[config.mk]
export PLATFORM = sky130hd
export DESIGN_NAME = etr_rec_fmt
export DESIGN_NICKNAME = d
export VERILOG_FILES = /design/src/hdl/event_trace_recorder_macros.svh /design/src/hdl/etr_pkg.sv /design/src/hdl/etr_rec_fmt.sv
export SDC_FILE = /design/constraint.sdc
export NUM_CORES = 1
export LEC_CHECK = 0
export ABC_AREA = 1
export BUFFER_PORTS_ARGS = -buffer_cell sky130_fd_sc_hd__buf_2
export CAP_MARGIN = 20
export CORE_MARGIN = 3
export CORE_UTILIZATION = 50
export DETAILED_ROUTE_END_ITERATION = 6
export GPL_TIMING_DRIVEN = 0
export PLACE_DENSITY = 0.78
export SLEW_MARGIN = 20
export SYNTH_ARGS = -nofsm -noshare
export SYNTH_HDL_FRONTEND = slang
export SYNTH_SLANG_ARGS = --single-unit
[constraint.sdc]
create_clock -name vclk -period 4.2
set_clock_uncertainty 0.2 [all_clocks]
set_input_delay 0.84 -clock vclk [all_inputs]
set_output_delay 0.84 -clock vclk [all_outputs]
set_load 0.01 [all_outputs]
[src/hdl/event_trace_recorder_macros.svh]
`ifndef EVENT_TRACE_RECORDER_MACROS_SVH
`define EVENT_TRACE_RECORDER_MACROS_SVH

// Same-cycle implication, sampled on clk, off while in reset.
`define ETR_ASSERT_NOW(lbl, ante, cons, msg) \
	lbl: assert property (@(posedge clk) disable iff (!arst_n) (ante) |-> (cons)) \
		else $error(msg);

// Next-cycle implication, sampled on clk, off while in reset.
`define ETR_ASSERT_NEXT(lbl, ante, cons, msg) \
	lbl: assert property (@(posedge clk) disable iff (!arst_n) (ante) |=> (cons)) \
		else $error(msg);

`endif

[src/hdl/etr_pkg.sv]
package etr_pkg;

	localparam int STORE_BYTES_DEF    = 1024;
	localparam int RECORD_RESERVE_DEF = 6;

	localparam int READ_ADDR_W = 10;
	localparam int BLK_W       = 11;
	localparam int REC_W       = 48;
	localparam int REC_CNT_W   = 3;

	typedef enum logic [2:0] {
		OP_START = 3'd0,
		OP_STOP  = 3'd1,
		OP_CLEAR = 3'd2,
		OP_EVENT = 3'd3,
		OP_DATA  = 3'd4,
		OP_READ  = 3'd5
	} op_t;

	typedef enum logic [1:0] {
		ST_IDLE,
		ST_REC,
		ST_FIN
	} st_t;

	// Event record: byte 0 in bits 7:0, up to six bytes, and how many are used.
	typedef struct packed {
		logic [REC_W-1:0]     bytes;
		logic [REC_CNT_W-1:0] nbytes;
	} rec_t;

endpackage

[src/hdl/etr_rec_fmt.sv]
module etr_rec_fmt (
	input  logic [31:0]  timestamp,
	input  logic [31:0]  last_time,
	input  logic [7:0]   label,
	input  logic [5:0]   event_code,
	input  logic         compact,
	output etr_pkg::rec_t rec
);

	logic [31:0] delta;
	logic [1:0]  len;

	always_comb begin
		delta = timestamp - last_time;
		if (delta[31:8] == 24'd0) begin
			len = 2'd0;
		end else if (delta[31:16] == 16'd0) begin
			len = 2'd1;
		end else if (delta[31:24] == 8'd0) begin
			len = 2'd2;
		end else begin
			len = 2'd3;
		end

		if (compact) begin
			rec.bytes  = {delta, len, event_code, label};
			rec.nbytes = etr_pkg::REC_CNT_W'(len) + etr_pkg::REC_CNT_W'(3);
		end else begin
			rec.bytes  = {timestamp, 2'b00, event_code, label};
			rec.nbytes = etr_pkg::REC_CNT_W'(6);
		end
	end

endmodule

Yosys cells after proc, flatten, opt, wreduce, memory -nomap -nowiden --
Index checks and enable logic that the tools add are counted.
Storage, ports and cells: register bits 0, input port bits 79, word-level logic and storage cells 9, output and inout bits 51
Cells by class: reduce and logical (&&, ||, !) cells 3, $add $sub $neg 2, mux-type cells 4
Operator list (count):
- $mux 51 | 1
- $sub 32x32->32 | 1
- $logic_not 24->1 | 1
- $logic_not 16->1 | 1
- $logic_not 8->1 | 1
- $mux 2 | 2
- $add 2x2->3 const B | 1
- $mux 1 | 1

Logic depth before layout (Yosys ltp) --
word-level depth 7, gate-level depth with buffers 21, mapped depth without buffers 21

Worst setup path before layout --
Ideal clock, no wire load.
path kind in2out, from in timestamp[0], to out rec[1] (netlist name), path buffers 0, setup slack 312 ps, stages on the path 19, data arrival time 2848 ps, cells stage by stage inv_1 ha_1 fa_1 inv_1 nand3_1 nand3_1 nand2_1 nand2_1 nand2_1 nand2_1 nand2_1 nand2_1 nand3_1 nor2_1 nand3_1 nand2_1 inv_1 ha_1 nand2_1
RTL lines:
- start: declaration | RTL line etr_rec_fmt.sv:2 | input logic [31:0] timestamp,
- end: declaration | RTL line etr_rec_fmt.sv:7 | output etr_pkg::rec_t rec

==> metrics.md <==
| Metric | Value |
|---|---|
| Status | `finished clean` |
| Wire per inst | `13.4 µm` |
| Total chip power | `738 µW` |
| Initial Utilization | `52.2%` |
| Final nets | `977` |
| Most area-consuming cells after synthesis | `nand2_1 (36%), inv_1 (19%), ha_1 (12%), nand3_1 (6.1%), nor2_1 (5.2%)` |
| Mapped Cells | `734` |
| Grt ovf | `0` |
| Io pins | `130` |
| Die area | `0.00777 mm²` |
| Via count | `4842` |
| Synthesized cell area | `0.00337 mm²` |
| Fin cells | `940` |
| Cell taking the most area after synthesis | `nand2_1` |
| Largest net degree at the start of global routing | `11` |
| Critical path launch point type | `primary input` |
| Hold-fix buffers, CTS | `0` |
| Crit path capture type | `primary output` |
| Routability cong. | `0.966` |
| Critical-path cell list | `buf_2 > inv_1 > ha_4 > nand2_1 > inv_2 > nand2_2 > inv_1 > nand2_1 > nand3_4 > nand2_2 > nand2_1 > nand2_1 > nand2_1 > nor2_1 > nand2_1 > nor2_2 > nand2_2 > inv_2 > ha_4 > nand2_2 > buf_6` |
| Initial antenna violation count | `0` |
| Power Density | `149 mW/mm²` |
| Max FO, Critical Path | `5` |
| Vias per std cell | `5.15` |
| HP Class | `in -> out` |
| Crit share post-route | `100%` |
| Die Ht | `88.1 µm` |
| PortBufs | `115` |
| Max Clock Freq | `0.238 GHz` |
| Crit-path max cell delay | `230 ps` |
| Synth unique cells | `25` |
| Syn. warnings | `0` |
| Most frequent cells in the layout | `nand2_1 (273), inv_1 (161), buf_2 (112)` |
| Fraction of layout cells with a size suffix above 1 | `34.1%` |
| Register Area | `0 µm²` |
| Core ar. | `0.00646 mm²` |
| Mapped Nets | `846` |
| Die X-Extent | `88.1 µm` |
| Lkg Pwr | `0.00298 µW` |
| Post-route ant nets | `0` |
| Drt first pass iters | `5` |
| DR iter-0 viols | `253` |
| Synthesized area per cell | `4.60 µm²` |
| Buf/Inv on CP | `6` |
| Vias in the first global route | `3993` |
| Inserted Diodes | `0` |
| Delay-heaviest family, CP | `simple AND/OR/NAND/NOR gates` |
| Hold slack | `1660 ps` |
| Max cap viols | `0` |
| Rows | `29` |
| DP HPWL | `9.66 mm` |
| Critical Path Slowest Stage Cell | `ha_4` |
| CLK BUF | `0` |
| RSZ-0062 raised after global routing | `yes` |
| Commonest non-fill, non-tap cell in the layout | `nand2_1` |
| Critical path type | `in -> out` |
| VDD IR-drop max | `0.0851 mV` |
| First-pass GRT wire length | `17.9 mm` |
| Min Tclk post-route | `4200 ps` |
| WP data arrival | `3160 ps` |
| Max-slew violation count | `0` |
| Slew at the pin closest to its max-slew limit | `619 ps` |
| Top cell type's share of synthesized area | `36.1%` |
| Top cell by count, worst path | `nand2_1` |
| # DRC | `0` |
| Placed cells | `926` |
| Seq cells | `0` |
| Endpoints failing hold | `0` |
| Overall routing resource usage | `28.2%` |
| Worst Path Required | `3160 ps` |
| Drt total wl | `12.6 mm` |
| Relative slew slack | `58.7%` |
| Area growth from synthesis to layout | `47.0%` |
| Sequential area share after synthesis | `0%` |
| Endpoints failing setup | `0` |
## cell type report
cell class         instances  area [µm²]
multi-input cells        542        3380
fillers                  575        1500
repair buffers           129         707
inverters                171         647
plain buffers             21         131
well taps                 77        96.3
## through the flow
step	utilization [%]	setup TNS, ps	setup slack, ps	cell area, µm²
2_1_floorplan	-	0	312	3370
3_3_place_gp	62.6	-734	-358	4050
3_5_place_dp	62.6	-1030	-436	4050
4_1_cts	66.4	0	0.333	4290
5_1_grt	76.8	-351	-152	4960
6_report	76.8	0	1.79	4960
## final timing paths
kind | depth (start not counted) | to | slack (ps) | startpoint
min | 2 | rec[15] | 1660 | event_code[4]
max | 21 | rec[1] | 2 | last_time[11]
## Yosys cell counts (all sizes together)
master and instances:
nand3b 6, and3 1, nand4 8, nand3 42
xor2 2, inv 170, nor2 56, buf 14
clkbuf 7, nor3 5, nand2 328, and2 4
a21oi 16, fa 1, ha 32, or2 1
clkinv 1, xnor2 5, a31oi 3, o21ai 29
a21o 2, nor4 1
## routing by layer
layer  wire length [µm]  track usage (%)  vias to the layer above
li1                   -                -                     2449
met1               5270             37.6                     2138
met2               6090             49.5                      218
met3                864             1.98                       37
met4                399             6.59                        0
met5                  0                0                        -
## power by group
group / internal (µW) / leakage [µW] / total [µW] / switching, µW
registers: 0 / 0 / 0 / 0
logic: 291 / 0.00298 / 738 / 447
clock network: 0 / 0 / 0 / 0
## cell families after synthesis
logic type               after synthesis  synth area share [%]
AO/OA/AOI/OAI                         50                  7.68
buffers and inverters                192                  22.9
XOR/XNOR                               7                  1.82
adder cells (fa/ha/maj)               33                  12.5
AND/OR/NAND/NOR                      452                  55.1
## what timing repair did
action	in CTS	in global routing
setup buffers	5	9
pin swaps	14	36
gates resized for setup	44	145
cloned	0	0
setup endpoints to repair	5	4
(Power assumes the default switching activity.)
